## config.mk

```make
export PLATFORM = sky130hd
export DESIGN_NAME = ps2_mouse_packet_tracker_top
export DESIGN_NICKNAME = d
export VERILOG_FILES = /design/src/hw/rtl/pmt_pkg.sv /design/src/hw/rtl/pmt_div.sv /design/src/hw/rtl/ps2_mouse_packet_tracker_top.sv
export SDC_FILE = /design/constraint.sdc
export NUM_CORES = 1
export LEC_CHECK = 0
export BUFFER_PORTS_ARGS = -buffer_cell sky130_fd_sc_hd__buf_2
export CORE_MARGIN = 2
export CORE_UTILIZATION = 35
export DETAILED_ROUTE_END_ITERATION = 8
export HOLD_SLACK_MARGIN = 0.1
export SLEW_MARGIN = 10
export SYNTH_ARGS = -nofsm -noshare
export SYNTH_HDL_FRONTEND = slang
export SYNTH_SLANG_ARGS = --single-unit
```

## constraint.sdc

```tcl
create_clock -name clk -period 6.25 [get_ports clk]
set_input_delay 0.625 -clock clk [delete_from_list [all_inputs] [get_ports clk]]
set_output_delay 0.625 -clock clk [all_outputs]
set_load 0.01 [all_outputs]
```

## src/hw/rtl/pmt_pkg.sv

```systemverilog
package pmt_pkg;

    localparam int POS_W      = 12;
    localparam int BOUND_W    = 13;
    localparam int QUO_W      = 8;
    localparam int DIVIDEND_W = POS_W + QUO_W;
    localparam int DSH_W      = BOUND_W + QUO_W - 1;
    localparam int CNT_W      = $clog2(QUO_W);

    localparam logic [QUO_W-1:0] TEXT_COLS = 8'd80;
    localparam logic [QUO_W-1:0] TEXT_ROWS = 8'd25;

    localparam logic [BOUND_W-1:0] BOUND_MAX    = 13'd4096;
    localparam logic [BOUND_W-1:0] RESET_WIDTH  = 13'd640;
    localparam logic [BOUND_W-1:0] RESET_HEIGHT = 13'd400;
    localparam logic [POS_W-1:0]   RESET_POS_X  = 12'd320;
    localparam logic [POS_W-1:0]   RESET_POS_Y  = 12'd200;

    // wheel modes
    localparam logic [1:0] MODE_NONE   = 2'd0;
    localparam logic [1:0] MODE_BYTE   = 2'd1;
    localparam logic [1:0] MODE_NIBBLE = 2'd2;

    // register indexes
    localparam logic [1:0] REG_WHEEL_MODE    = 2'd0;
    localparam logic [1:0] REG_SCREEN_WIDTH  = 2'd1;
    localparam logic [1:0] REG_SCREEN_HEIGHT = 2'd2;

    // header byte bits
    localparam int HDR_SYNC_BIT = 3;
    localparam int HDR_XSGN_BIT = 4;
    localparam int HDR_YSGN_BIT = 5;

    typedef struct packed {
        logic             done;
        logic [QUO_W-1:0] quo;
    } div_res_t;

    // zero acts as one, anything past the maximum acts as the maximum
    function automatic logic [BOUND_W-1:0] bound_of(input logic [BOUND_W-1:0] r);
        logic [BOUND_W-1:0] b;
        b = r;
        if (r == '0)
        begin
            b = {{(BOUND_W-1){1'b0}}, 1'b1};
        end
        else if (r > BOUND_MAX)
        begin
            b = BOUND_MAX;
        end
        return b;
    endfunction

    function automatic logic [QUO_W-1:0] clamp_quo(input logic [QUO_W-1:0] q,
                                                   input logic [QUO_W-1:0] lim);
        return (q >= lim) ? lim - 8'd1 : q;
    endfunction

endpackage

```

## src/hw/rtl/pmt_div.sv

```systemverilog
module pmt_div import pmt_pkg::*;
(
    input  logic                  clk,
    input  logic                  rst_n,
    input  logic                  start,
    input  logic [DIVIDEND_W-1:0] dividend,
    input  logic [BOUND_W-1:0]    divisor,
    output div_res_t              res
);

    logic [DIVIDEND_W-1:0] rem_reg;
    logic [DSH_W-1:0]      dsh_reg;
    logic [QUO_W-1:0]      quo_reg;
    logic [CNT_W-1:0]      cnt_reg;
    logic                  busy_reg;
    logic                  done_reg;
    logic                  ge;

    // restoring division, one quotient bit per cycle, MSB first
    assign ge = rem_reg >= DIVIDEND_W'(dsh_reg);

    always_ff @(posedge clk or negedge rst_n)
    begin
        if (!rst_n)
        begin
            busy_reg <= 1'b0;
            done_reg <= 1'b0;
            cnt_reg  <= '0;
        end
        else
        begin
            // one-cycle pulse after the last quotient bit
            done_reg <= busy_reg && !start && (cnt_reg == CNT_W'(QUO_W - 1));
            if (start)
            begin
                busy_reg <= 1'b1;
                cnt_reg  <= '0;
            end
            else if (busy_reg)
            begin
                cnt_reg <= cnt_reg + 1'b1;
                if (cnt_reg == CNT_W'(QUO_W - 1))
                begin
                    busy_reg <= 1'b0;
                end
            end
        end
    end

    always_ff @(posedge clk)
    begin
        if (start)
        begin
            rem_reg <= dividend;
            dsh_reg <= {divisor, {(QUO_W-1){1'b0}}};
            quo_reg <= '0;
        end
        else if (busy_reg)
        begin
            if (ge)
            begin
                rem_reg <= rem_reg - DIVIDEND_W'(dsh_reg);
            end
            dsh_reg <= dsh_reg >> 1;
            quo_reg <= {quo_reg[QUO_W-2:0], ge};
        end
    end

    assign res.done = done_reg;
    assign res.quo  = quo_reg;

endmodule

```

## src/hw/rtl/ps2_mouse_packet_tracker_top.sv

```systemverilog
// PS/2 mouse packet tracker. Bytes enter one per item on rx_byte; a packet starts only on
// a byte with bit 3 set and bits 7:6 clear, and is three bytes long (wheel_mode 0 or 3)
// or four (modes 1 and 2). Bytes that do not end a packet are taken with in_ready left high.
// The last byte of a packet keeps in_ready low until its result is loaded: the text cell is
// found by one serial restoring divider, shared between column and row, giving one
// quotient bit per cycle, first for the column and then for the row. One result item
// is produced per packet and held in an output register, so bytes keep flowing while it
// waits; a following packet end waits for that register to drain. Write configuration
// only while no packet is being finished; a bound change applies at the next packet.
module ps2_mouse_packet_tracker_top import pmt_pkg::*;
(
    input  logic               clk,
    input  logic               rst_n,
    input  logic               cfg_we,
    input  logic [1:0]         cfg_index,
    input  logic [12:0]        cfg_data,
    input  logic               in_valid,
    output logic               in_ready,
    input  logic [7:0]         rx_byte,
    output logic               out_valid,
    input  logic               out_ready,
    output logic [11:0]        cursor_x,
    output logic [11:0]        cursor_y,
    output logic [6:0]         text_col,
    output logic [4:0]         text_row,
    output logic signed [8:0]  move_x,
    output logic signed [9:0]  move_y,
    output logic signed [4:0]  wheel_step,
    output logic signed [31:0] scroll_total,
    output logic [2:0]         button_bits,
    output logic [31:0]        packet_total
);

    typedef enum logic [2:0] {ST_IDLE, ST_START, ST_COL_WAIT, ST_ROW_WAIT, ST_LOAD} state_t;
    typedef enum logic [1:0] {PH_HEAD, PH_DX, PH_DY, PH_WHEEL} phase_t;

    state_t             state_reg;
    phase_t             phase_reg;
    logic [1:0]         mode_reg;
    logic [BOUND_W-1:0] width_reg;
    logic [BOUND_W-1:0] height_reg;
    logic [7:0]         pb0_reg;
    logic [7:0]         pb1_reg;
    logic [7:0]         pb2_reg;
    logic [POS_W-1:0]   pos_x_reg;
    logic [POS_W-1:0]   pos_y_reg;
    logic [31:0]        wsum_reg;
    logic [31:0]        tally_reg;
    logic signed [8:0]  mvx_reg;
    logic signed [9:0]  mvy_reg;
    logic signed [4:0]  step_reg;
    logic [2:0]         btn_reg;
    logic [QUO_W-1:0]   col_reg;
    logic               out_valid_reg;

    logic [11:0]        cx_reg;
    logic [11:0]        cy_reg;
    logic [6:0]         tcol_reg;
    logic [4:0]         trow_reg;
    logic signed [8:0]  ox_reg;
    logic signed [9:0]  oy_reg;
    logic signed [4:0]  ostep_reg;
    logic signed [31:0] osum_reg;
    logic [2:0]         obtn_reg;
    logic [31:0]        otally_reg;

    logic               take;
    logic               four_mode;
    logic               last_byte;
    logic               hdr_ok;
    logic [7:0]         dy_byte;
    logic signed [8:0]  dx_s;
    logic signed [8:0]  raw_dy;
    logic signed [9:0]  mvy_s;
    logic signed [13:0] x_sum;
    logic signed [13:0] y_sum;
    logic [BOUND_W-1:0] w_b;
    logic [BOUND_W-1:0] h_b;
    logic [POS_W-1:0]   x_new;
    logic [POS_W-1:0]   y_new;
    logic signed [7:0]  z8;
    logic signed [4:0]  nib5;
    logic signed [4:0]  dz;
    logic signed [4:0]  step_s;
    logic               out_free;

    logic                  div_start;
    logic [DIVIDEND_W-1:0] div_dividend;
    logic [BOUND_W-1:0]    div_divisor;
    div_res_t              div_res;

    assign in_ready  = (state_reg == ST_IDLE);
    assign take      = in_valid && in_ready;
    assign four_mode = (mode_reg == MODE_BYTE) || (mode_reg == MODE_NIBBLE);
    assign last_byte = (phase_reg == PH_WHEEL) || ((phase_reg == PH_DY) && !four_mode);
    assign hdr_ok    = rx_byte[HDR_SYNC_BIT] && (rx_byte[7:6] == 2'b00);
    assign out_free  = !out_valid_reg || out_ready;

    assign w_b = bound_of(width_reg);
    assign h_b = bound_of(height_reg);

    // deltas; on a three-byte packet the Y byte is the current one
    assign dy_byte = (phase_reg == PH_DY) ? rx_byte : pb2_reg;
    assign dx_s    = $signed({pb0_reg[HDR_XSGN_BIT], pb1_reg});
    assign raw_dy  = $signed({pb0_reg[HDR_YSGN_BIT], dy_byte});
    assign mvy_s   = 10'sd0 - $signed({raw_dy[8], raw_dy});

    assign x_sum = $signed({2'b00, pos_x_reg}) + $signed({{5{dx_s[8]}}, dx_s});
    assign y_sum = $signed({2'b00, pos_y_reg}) + $signed({{4{mvy_s[9]}}, mvy_s});

    always_comb
    begin
        if (x_sum[13])
        begin
            x_new = '0;
        end
        else if (x_sum[12:0] >= w_b)
        begin
            x_new = POS_W'(w_b - 13'd1);
        end
        else
        begin
            x_new = x_sum[11:0];
        end

        if (y_sum[13])
        begin
            y_new = '0;
        end
        else if (y_sum[12:0] >= h_b)
        begin
            y_new = POS_W'(h_b - 13'd1);
        end
        else
        begin
            y_new = y_sum[11:0];
        end
    end

    // wheel: byte mode uses the signed byte when it is within -8..8, else the nibble
    assign z8   = $signed(rx_byte);
    assign nib5 = $signed({rx_byte[3], rx_byte[3:0]});

    always_comb
    begin
        dz = 5'sd0;
        if (phase_reg == PH_WHEEL)
        begin
            case (mode_reg)
                MODE_NIBBLE: dz = nib5;
                MODE_BYTE:   dz = (z8 >= -8'sd8 && z8 <= 8'sd8) ? z8[4:0] : nib5;
                default:     dz = 5'sd0;
            endcase
        end
    end

    assign step_s = 5'sd0 - dz;

    // column goes first, row starts the cycle the column quotient is ready
    assign div_start    = (state_reg == ST_START) || ((state_reg == ST_COL_WAIT) && div_res.done);
    assign div_dividend = (state_reg == ST_START)
                        ? DIVIDEND_W'(pos_x_reg) * DIVIDEND_W'(TEXT_COLS)
                        : DIVIDEND_W'(pos_y_reg) * DIVIDEND_W'(TEXT_ROWS);
    assign div_divisor  = (state_reg == ST_START) ? w_b : h_b;

    pmt_div u_div
    (
        .clk      (clk),
        .rst_n    (rst_n),
        .start    (div_start),
        .dividend (div_dividend),
        .divisor  (div_divisor),
        .res      (div_res)
    );

    always_ff @(posedge clk or negedge rst_n)
    begin
        if (!rst_n)
        begin
            state_reg     <= ST_IDLE;
            phase_reg     <= PH_HEAD;
            mode_reg      <= MODE_NONE;
            width_reg     <= RESET_WIDTH;
            height_reg    <= RESET_HEIGHT;
            pb0_reg       <= '0;
            pb1_reg       <= '0;
            pb2_reg       <= '0;
            pos_x_reg     <= RESET_POS_X;
            pos_y_reg     <= RESET_POS_Y;
            wsum_reg      <= '0;
            tally_reg     <= '0;
            out_valid_reg <= 1'b0;
        end
        else
        begin
            if (cfg_we)
            begin
                case (cfg_index)
                    REG_WHEEL_MODE:    mode_reg   <= cfg_data[1:0];
                    REG_SCREEN_WIDTH:  width_reg  <= cfg_data;
                    REG_SCREEN_HEIGHT: height_reg <= cfg_data;
                    default:           ;
                endcase
            end

            // a new item replaces one leaving in the same cycle
            if ((state_reg == ST_LOAD) && out_free)
            begin
                out_valid_reg <= 1'b1;
            end
            else if (out_ready)
            begin
                out_valid_reg <= 1'b0;
            end

            case (state_reg)
                ST_IDLE:
                begin
                    if (take)
                    begin
                        case (phase_reg)
                            PH_HEAD:
                            begin
                                if (hdr_ok)
                                begin
                                    pb0_reg   <= rx_byte;
                                    phase_reg <= PH_DX;
                                end
                            end
                            PH_DX:
                            begin
                                pb1_reg   <= rx_byte;
                                phase_reg <= PH_DY;
                            end
                            PH_DY:
                            begin
                                pb2_reg   <= rx_byte;
                                phase_reg <= four_mode ? PH_WHEEL : PH_HEAD;
                            end
                            default:
                            begin
                                phase_reg <= PH_HEAD;
                            end
                        endcase

                        if (last_byte)
                        begin
                            pos_x_reg <= x_new;
                            pos_y_reg <= y_new;
                            wsum_reg  <= wsum_reg + {{27{step_s[4]}}, step_s};
                            tally_reg <= tally_reg + 32'd1;
                            state_reg <= ST_START;
                        end
                    end
                end
                ST_START:
                begin
                    state_reg <= ST_COL_WAIT;
                end
                ST_COL_WAIT:
                begin
                    if (div_res.done)
                    begin
                        state_reg <= ST_ROW_WAIT;
                    end
                end
                ST_ROW_WAIT:
                begin
                    if (div_res.done)
                    begin
                        state_reg <= ST_LOAD;
                    end
                end
                ST_LOAD:
                begin
                    if (out_free)
                    begin
                        state_reg <= ST_IDLE;
                    end
                end
                default:
                begin
                    state_reg <= ST_IDLE;
                end
            endcase
        end
    end

    // payload registers
    always_ff @(posedge clk)
    begin
        if (take && last_byte)
        begin
            mvx_reg  <= dx_s;
            mvy_reg  <= mvy_s;
            step_reg <= step_s;
            btn_reg  <= pb0_reg[2:0];
        end
        if ((state_reg == ST_COL_WAIT) && div_res.done)
        begin
            col_reg <= clamp_quo(div_res.quo, TEXT_COLS);
        end
        if ((state_reg == ST_LOAD) && out_free)
        begin
            cx_reg     <= pos_x_reg;
            cy_reg     <= pos_y_reg;
            tcol_reg   <= col_reg[6:0];
            trow_reg   <= 5'(clamp_quo(div_res.quo, TEXT_ROWS));
            ox_reg     <= mvx_reg;
            oy_reg     <= mvy_reg;
            ostep_reg  <= step_reg;
            osum_reg   <= $signed(wsum_reg);
            obtn_reg   <= btn_reg;
            otally_reg <= tally_reg;
        end
    end

    assign out_valid    = out_valid_reg;
    assign cursor_x     = cx_reg;
    assign cursor_y     = cy_reg;
    assign text_col     = tcol_reg;
    assign text_row     = trow_reg;
    assign move_x       = ox_reg;
    assign move_y       = oy_reg;
    assign wheel_step   = ostep_reg;
    assign scroll_total = osum_reg;
    assign button_bits  = obtn_reg;
    assign packet_total = otally_reg;

`ifndef SYNTH
    a_col_in_range: assert property (@(posedge clk) disable iff (!rst_n)
        out_valid |-> ({1'b0, text_col} < TEXT_COLS))
        else $error("text column out of range");

    a_cursor_in_bounds: assert property (@(posedge clk) disable iff (!rst_n)
        out_valid |-> ({1'b0, cursor_x} < w_b) && ({1'b0, cursor_y} < h_b))
        else $error("cursor outside screen bounds");

    a_done_when_waiting: assert property (@(posedge clk) disable iff (!rst_n)
        div_res.done |-> (state_reg == ST_COL_WAIT) || (state_reg == ST_ROW_WAIT))
        else $error("divider finished outside a wait state");

    a_busy_after_last: assert property (@(posedge clk) disable iff (!rst_n)
        take && last_byte |=> !in_ready && (tally_reg == $past(tally_reg) + 32'd1))
        else $error("packet end not handled");
`endif

endmodule

```

==> Word-level counts from Yosys, hierarchy flattened <==
Cells that the tools add are included.
{ "word_totals": {"elab_cells": 144, "ff_bits": 358} }
{ "classes": {"add_sub_neg": 10, "n_eq_ne": 18, "muxes": 35, "n_lt_le_gt_ge": 9, "mul": 2, "reduce_logical": 35} }
{ "ops": {"columns": ["operator", "count"], "rows": [
  ["$mux 20", 5],
  ["$mux 13", 5],
  ["$mux 12", 4],
  ["$add 32x1->32 const B", 1],
  ["$add 32x32->32", 1],
  ["$ge 13x13->1", 2],
  ["$gt 13x13->1 const B", 2],
  ["$logic_not 13->1", 2],
  ["$sub 12x1->12 const B", 2],
  ["$mux 3", 7],
  ["$ge 20x20->1", 1],
  ["$sub 20x20->20", 1],
  ["$mux 19", 1],
  ["$mul 12x5->17 const B", 1],
  ["$mul 12x3->15 const B", 1],
  ["$pmux 3 s5", 1],
  ["$add 13x10->14", 1],
  ["$add 13x9->14", 1],
  ["$mux 5", 2],
  ["$pmux 5 s2", 1],
  ["$reduce_and 2->1", 5],
  ["$sub 1x9->10 const A", 1],
  ["$logic_and 1x1->1", 9],
  ["$reduce_and 3->1", 3],
  ["other kinds (24)", 49]
]} }

==> Longest topological paths before layout <==
Gate-level depths: netlist (run 1).
{ "logic_depth": {"word_depth": 8, "mapped_depth": 23} }

==> By module <==
Synthesis (run 1) repeated with hierarchy kept, for this count alone.
{ "unflattened": {"cells_unflattened": 1844, "area_unflattened_um2": 20160.6} }
{ "modules_own_cells": {"columns": ["mod", "cells_per_inst", "area_per_inst_um2", "seq_area_each_um2", "instances"], "rows": [
  ["ps2_mouse_packet_tracker_top", 1506, 16912.5, 8425.6, 1],
  ["pmt_div", 338, 3248.1, 1416.4, 1]
]} }

==> Worst setup path after synthesis (run 1) <==
OpenSTA, ideal clock, no wires.
{ "synth_path": {"path_type": "reg2reg", "startpoint": "reg mode_reg[0]", "endpoint": "reg wsum_reg[31]", "synth_period_minus_slack_ns": 4.914, "t_arrival_ns": 4.791, "setup_ns": 0.123, "path_stages_with_launch": 18, "path_slack_ns": 1.336, "cell_sequence": "dfrtp_1 > inv_1 > ha_1 > nor2b_1 > o211a_1 > nand2_1 > ha_1 > a32oi_1 > ha_1 > o21a_1 > o21ai_0 > a211oi_1 > a22oi_1 > a31oi_1 > o311a_1 > o21ai_0 > nand3b_1 > xnor2_1"} }
{ "synth_between": {"elab_cells_between_ends": 11, "classes_between": "2 x add/sub; 2 x eq/ne; 2 x mux; 5 x reduce/logical"} }
{ "synth_lines": {"columns": ["item", "line_no", "text"], "rows": [
  ["start: declaration", "ps2_mouse_packet_tracker_top.sv:39", "logic [1:0] mode_reg;"],
  ["start signal: assignment", "ps2_mouse_packet_tracker_top.sv:199", "REG_WHEEL_MODE: mode_reg <= cfg_data[1:0];"],
  ["$eq 2x1->1 or $eq 2x2->1 (tied branches)", "ps2_mouse_packet_tracker_top.sv:149", "case (mode_reg)"],
  ["$pmux 5 s2 (*)", "ps2_mouse_packet_tracker_top.sv:149", null],
  ["$mux 5 (*)", "ps2_mouse_packet_tracker_top.sv:147", "if (phase_reg == PH_WHEEL)"],
  ["$sub 1x5->5 (*)", "ps2_mouse_packet_tracker_top.sv:157", "assign step_s = 5'sd0 - dz;"],
  ["named net step_s[4]", "ps2_mouse_packet_tracker_top.sv:84", "logic signed [4:0] step_s;"],
  ["$add 32x32->32 (*)", "ps2_mouse_packet_tracker_top.sv:250", "wsum_reg <= wsum_reg + {{27{step_s[4]}}, step_s};"],
  ["end signal: assignment", "ps2_mouse_packet_tracker_top.sv:250", null],
  ["end: declaration", "ps2_mouse_packet_tracker_top.sv:47", "logic [31:0] wsum_reg;"]
]} }
Mark *: on every way through the listed nets, which the timed path passes. The rest lies on a longest branch.
A chain may end at the register's enable or synchronous reset.

==> Final worst setup path (run 1) <==
{ "layout_path": {"startpoint": "reg phase_reg[0]", "endpoint": "reg pos_y_reg[2]"} }
{ "layout_between": {"elab_chain_cells": 7, "elab_cells_between_ends": 11, "classes_between": "2 x add/sub; 1 x order compare; 2 x eq/ne; 3 x mux; 3 x reduce/logical"} }
{ "layout_rtl": {"columns": ["item", "line_no", "text"], "rows": [
  ["start: declaration", "ps2_mouse_packet_tracker_top.sv:38", "phase_t phase_reg;"],
  ["start signal: assignment", "ps2_mouse_packet_tracker_top.sv:238", "phase_reg <= four_mode ? PH_WHEEL : PH_HEAD;"],
  ["$eq 2x2->1 (*)", "ps2_mouse_packet_tracker_top.sv:103", "assign dy_byte = (phase_reg == PH_DY) ? rx_byte : pb2_reg;"],
  ["$mux 8 (*)", null, null],
  ["$sub 1x9->10 (*)", "ps2_mouse_packet_tracker_top.sv:106", "assign mvy_s = 10'sd0 - $signed({raw_dy[8], raw_dy});"],
  ["named net mvy_s[3]", "ps2_mouse_packet_tracker_top.sv:74", "logic signed [9:0] mvy_s;"],
  ["$add 13x10->14 (*)", "ps2_mouse_packet_tracker_top.sv:109", "assign y_sum = $signed({2'b00, pos_y_reg}) + $signed({{4{mvy_s[9]}}, mvy_s});"],
  ["$ge 13x13->1", "ps2_mouse_packet_tracker_top.sv:130", "else if (y_sum[12:0] >= h_b)"],
  ["$mux 12", "ps2_mouse_packet_tracker_top.sv:130", null],
  ["$mux 12 (*)", "ps2_mouse_packet_tracker_top.sv:126", "if (y_sum[13])"],
  ["end signal: assignment", "ps2_mouse_packet_tracker_top.sv:249", "pos_y_reg <= y_new;"],
  ["end: declaration", "ps2_mouse_packet_tracker_top.sv:46", "logic [POS_W-1:0] pos_y_reg;"]
]} }
Marked as above.

==> reports/qor.csv, run 1 <==
metric;value;unit
max_slew_margin;0.2717;
clk_pin_slew_worst_paths;0.06;ns
vias;13971;
cts_sinks;357;
drt_iter0_drc;1009;
crit_type;register to register;
antenna_cells;0;
ys_seq_elements;357;
cts_buffers;42;
fin_util;0.4098;
clock_latency;0.56;ns
fp.dieW;240.4;um
synthCells;1769;
synth_cell_types;77;
grtUsageTotal;0.1672;
cts_tree;done;
power_density;528.3;nW/um^2
io_buffers;156;
synthMuxAreaShare;0.04428;
synth_simple_gate_area_share;0.1141;
cts_root_buf;clkbuf_16;
routed_wl;47910;um
tightest_slew;1.092;ns
coreArea;55200;um^2
synthAdderAreaFrac;0.1249;
synth.cell_area;19560;um^2
dieArea;57780;um^2
drv_cap;0;
syn_to_final_growth;15.67;%
setup_viol;0;
antenna_left;0;
rsz0062_at_grt;no;
routed_via_density;5.144;
die_h;240.4;um
synth.avg_cell_area;11.05;um^2
htree_levels;2;
cp-start-kind;register;
first_pass_iters;8;
post_cts_buffers;0;
synth_compound_area_frac;0.1259;
status;finished, final reports clean;
dp_hpwl;35160;um
antenna_found_initial;1;
cp-end-kind;register;
grt_pass1_wl;75220;um
worstPathRequired;6.68;ns
crit_fanout;12;
yosysSeqAreaShare;0.5033;
synth_ff_type;edfxtp_1;
gp_congestion;0.8819;
synth_edf_count;194;
dpl_cell_area;21190;um^2
finalCritPeriodShare;0.8833;
num-nets-final;2150;
fin_tns_setup;0;ns
synth_xor_area_frac;0.05733;
period_minus_slack;5.521;ns
grt_max_degree;80;
start_util;0.3543;
synth_top_family_by_area;compound AO/OA/AOI/OAI gates;
detail_route.wl_per_cell;17.64;um
fp-row-count;86;
drv_slew;0;
io_pins;157;
stdcell_area;22620;um^2
synthArstFlopShare;0.4146;
leakagePower;0.01011;uW
grt.overflow.total;0;
p_total;11950;uW
crit_arrival;5.95;ns
fmax;0.1811;GHz
cts_resized;0;
ctsHoldBuffers;1;
clockBufferDepth;3;
layout-drive-gt1-share;0.1596;
drc;0;
grt_pass1_vias;13602;
hold_class;input port to register;
finalClockSkew;0.01096;ns
yosys_warnings;0;
vdd_drop_max;0.3487;mV
finalHoldViolCount;0;
syn-num-nets;1985;
## power breakdown
part	switching [uW]	internal, uW
Combinational	3270	2570
Sequential	526	3070
Clock	981	1520
## cells in the final DEF (no fill, tap or decap), drive strengths merged, types with 21 or more instances in the layout
master  instances
a21o           34
a21oi          99
and3           23
buf           168
clkbuf         58
dfrtp         138
edfxtp        194
ha            176
inv           103
mux2           44
mux2i          37
nand2         174
nand3          36
nor2          116
nor3           27
o21ai         113
o21bai         21
xnor2          76
xor2           52
## through the flow
stage | worst slack (ns) | hold slack [ns] | std cells
after floorplan | 1.336 | 0.3294 | 1769
after global placement | 0.8480 | 0.4009 | 2637
after detailed placement | 0.7389 | 0.4045 | 2637
after CTS | 0.7001 | 0.2884 | 2716
after global routing | 0.1123 | 0.3069 | 2716
final | 0.7293 | 0.3210 | 2716
## layout make-up
cell class              instances  area (um^2)
fillers                      5280        32580
flip-flops and latches        357         9842
clock buffers                  58         1215
multi-input cells            1258         9140
clock inverters                20        201.4
well taps                     748        935.9
repair buffers                169        887.1
inverters                     106        397.9
## routing by layer
layer / routed length [um] / track usage / up-vias
met2: 21520 / 0.2613 / 318
met1: 22710 / 0.2343 / 6841
met4: 1326 / 0.05722 / 0
li1: - / - / 6750
met5: 0 / 0 / -
met3: 2351 / 0.02801 / 62
## critical path, cell delays in order (launching register included)
cell       delay [ns]
dfrtp_1          0.47
nand2b_1         0.50
o21ai_0          0.23
o21ai_0          0.18
nor2_1           0.09
xor2_1           0.14
o21ai_0          0.32
ha_1             0.34
a21oi_1          0.24
o21bai_1         0.10
a21oi_1          0.25
o21a_1           0.22
o21ai_0          0.12
a2111oi_0        0.58
ha_1             0.24
nand2_1          0.06
o21ai_0          0.13
o21ai_0          0.10
o21ai_1          0.50
buf_4            0.29
mux2i_1          0.20
o21ai_0          0.09
## worst paths after layout
kind / from / endpoint / slack, ns / depth (start not counted)
setup / recovery: phase_reg[0] / pos_y_reg[2] / 0.73 / 21
hold / removal: cfg_data[8] / width_reg[8] / 0.32 / 2
setup reg to reg: phase_reg[0] / pos_y_reg[2] / 0.73 / 21
hold reg to reg: step_reg[2] / wheel_step[2] / 0.41 / 0
max in group asynchronous: rst_n / u_div.busy_reg / 4.03 / 3
min in group asynchronous: rst_n / tally_reg[7] / 0.65 / 2
## logic make-up (layout without fill, tap and decap cells)
family / after synthesis / count (layout)
simple gates: 474 / 474
compound gates: 387 / 387
flops: 357 / 357
fa+ha+maj: 188 / 188
buf+inv: 154 / 353
xor+xnor: 128 / 128
mux: 81 / 81
## cells in the mapped netlist (17+ instances only)
cell,count,share of area
edfxtp_1,194,0.30
ha_1,176,0.11
nand2_1,174,0.033
dfrtp_1,138,0.18
nor2_1,115,0.022
o21ai_0,107,0.027
inv_1,102,0.020
a21oi_1,98,0.025
xnor2_1,76,0.034
xor2_1,52,0.023
mux2_2,44,0.025
mux2i_1,37,0.019
clkbuf_1,36,0.0069
nand3_1,35,0.0090
a21o_1,34,0.013
nor3_1,26,0.0067
and3_1,23,0.0074
o21bai_1,21,0.0081
or3_1,17,0.0054
Note: power is estimated with default switching activity, not from simulation.
==> run 2: changes to the inputs <==
Settings changed: SKIP_LAST_GASP set to 1.
Clock period 6.25 ns to 4.6 ns, I/O delays scaled along.
==> run 2 against run 1 <==
Net effect:
- clock power increased by 37%
- combinational power increased by 46%
- die area unchanged
- sequential share of layout area decreased by 0.74 points
- non-clock buffer count increased by 29
- count of clock-buffer cells in the layout decreased by 5
- global-route usage increased by 0.27 points
- clock skew increased by 0.0076 ns
- critical path type unchanged
- largest cell class unchanged
- highest routed layer is now met5
==> reports/qor.csv, run 2 (synthesis results as in run 1) <==
metric;value;unit;change
vdd_drop_max;0.5416;mV;+55%
fp.dieW;240.4;um;unchanged
routed_via_density;5.124;;-0.39%
grt_pass1_vias;13900;;+2.2%
htree_levels;2;;unchanged
drc;0;;unchanged
status;finished, final reports clean;;
final_cell_mix;194 x edfxtp_1, 174 x nand2_1, 172 x ha_1, 155 x buf_2, 138 x dfrtp_1;;
cts_tree;done;;
rrSetupSlack;0.20;ns;-0.53 ns
coreArea;55200;um^2;unchanged
cts_buffers;41;;-2.4%
io_pins;157;;unchanged
drv_cap;0;;unchanged
crit_top_cell;ha_1;;
crit_fanout;5;;-7
grt.overflow.total;0;;unchanged
die_h;240.4;um;unchanged
period_minus_slack;4.400;ns;-1.120 ns
routed_wl;49130;um;+2.6%
slowest_delay;0.48;ns;-0.10 ns
io_buffers;156;;unchanged
num-nets-final;2178;;+1.3%
tightest_slew;0.9778;ns;-0.1146 ns
setup_viol;0;;unchanged
final_common_cell;edfxtp_1;;
drv_slew;0;;unchanged
cts_sinks;357;;unchanged
fmax;0.2273;GHz;+25%
fin_util;0.4168;;+0.007049
finalHoldViolCount;0;;unchanged
layout-drive-gt1-share;0.1810;;+0.02149
clk_pin_slew_worst_paths;0.06;ns;about the same
slowest_stage;a2111o_1;;
crit_type;register to register;;
start_util;0.3543;;unchanged
p_total;16780;uW;+40%
max_slew_margin;0.3466;;+0.07482
clockBufferDepth;3;;unchanged
fillers;5265;;-0.28%
cp-start-kind;register;;
dieArea;57780;um^2;unchanged
hold_class;input port to register;;
antenna_cells;0;;unchanged
vias;14050;;+0.57%
grt_max_degree;76;;-5.0%
power_density;729.5;nW/um^2;+38%
antenna_found_initial;1;;unchanged
finalCritPeriodShare;0.9566;;+0.07329
finalClockSkew;0.01856;ns;+0.007599 ns
first_pass_iters;6;;-2
cts_root_buf;clkbuf_16;;
crit_arrival;4.81;ns;-1.14 ns
dp_hpwl;36260;um;+3.1%
grtUsageTotal;0.1698;;+0.002653
clock_latency;0.56;ns;about the same
detail_route.wl_per_cell;17.92;um;+1.6%
cp-end-kind;register;;
drt_iter0_drc;1020;;+1.1%
worstPathRequired;5.01;ns;-1.67 ns
gp_congestion;0.8744;;-0.85%
path_cells;inv_1, ha_1, nor2b_1, o211a_1, nand2_1, ha_1, xor2_1, ha_1, a21o_1, a2111o_1, a31oi_4, o31ai_1, a221oi_2, o21bai_1, a21oi_1, xor2_1, o21ai_1;;
syn_to_final_growth;17.66;%;
leakagePower;0.01027;uW;+1.6%
fp-row-count;86;;unchanged
antenna_left;0;;unchanged
grt_pass1_wl;77020;um;+2.4%
==> run 2: final timing paths <==
check                              from        endpoint  depth (start not counted)
min in group asynchronous         rst_n    tally_reg[9]                          2
max in group asynchronous         rst_n      pb1_reg[0]                          3
setup / recovery            mode_reg[0]    wsum_reg[20]                         17
hold reg to reg              mvx_reg[0]       move_x[0]                          0
hold / removal             cfg_data[12]  height_reg[12]                          2
setup reg to reg            mode_reg[0]    wsum_reg[20]                         17
==> run 2: cell type report <==
class                           instances  area, um^2  area share
Sequential cell                       357        9842      0.4278
Multi-Input combinational cell       1258        9278      0.4032
Timing Repair Buffer                  198        1147     0.04987
Clock buffer                           53        1122     0.04878
Tap cell                              748       935.9     0.04068
Inverter                              106       397.9     0.01729
Clock inverter                         22       285.3     0.01240
==> run 2: what timing repair did <==
item                                   in CTS  in global routing
pin swaps                                   1                  4
hold buffers                                1                  0
resized for setup                          10                 19
cloned                                      0                  1
setup buffers                               1                  5
setup endpoints to repair                   3                 19
endpoints found under the hold margin      68                  0
==> run 2: where the power goes <==
part	switching (uW)	internal (uW)
registers	662	4180
logic	4740	3790
clock network	1350	2070
==> run 2: routing by layer <==
layer  vias to the layer above  wire [um]  track usage
met1                      6838      22980       0.2336
met5                         -          7            0
li1                       6807          -            -
met4                         2       1394      0.05308
met3                        84       2190      0.02813
met2                       319      22570       0.2734
==> run 2: critical path, delay by kind of cell, from the launching register on <==
family | cells | cell delay (ns)
AO/OA/AOI/OAI | 9 | 2.21
XOR/XNOR | 2 | 0.44
adder cells (fa/ha/maj) | 3 | 0.91
buffers and inverters | 1 | 0.06
flip-flops | 1 | 0.35
AND/OR/NAND/NOR | 2 | 0.29
==> run 2: metrics by stage <==
stage                     hold slack [ns]  std cells  area (um^2)  setup slack, ns  setup TNS (ns)
after floorplan                    0.1644       1769        19560          0.02178               0
after global placement             0.4035       2659        21380          0.01832               0
after detailed placement           0.4054       2659        21380         -0.08116         -0.1164
after CTS                          0.1321       2736        22850         0.009406               0
after global routing               0.1413       2742        23010        -0.007895       -0.009135
final                              0.1518       2742        23010           0.1996               0
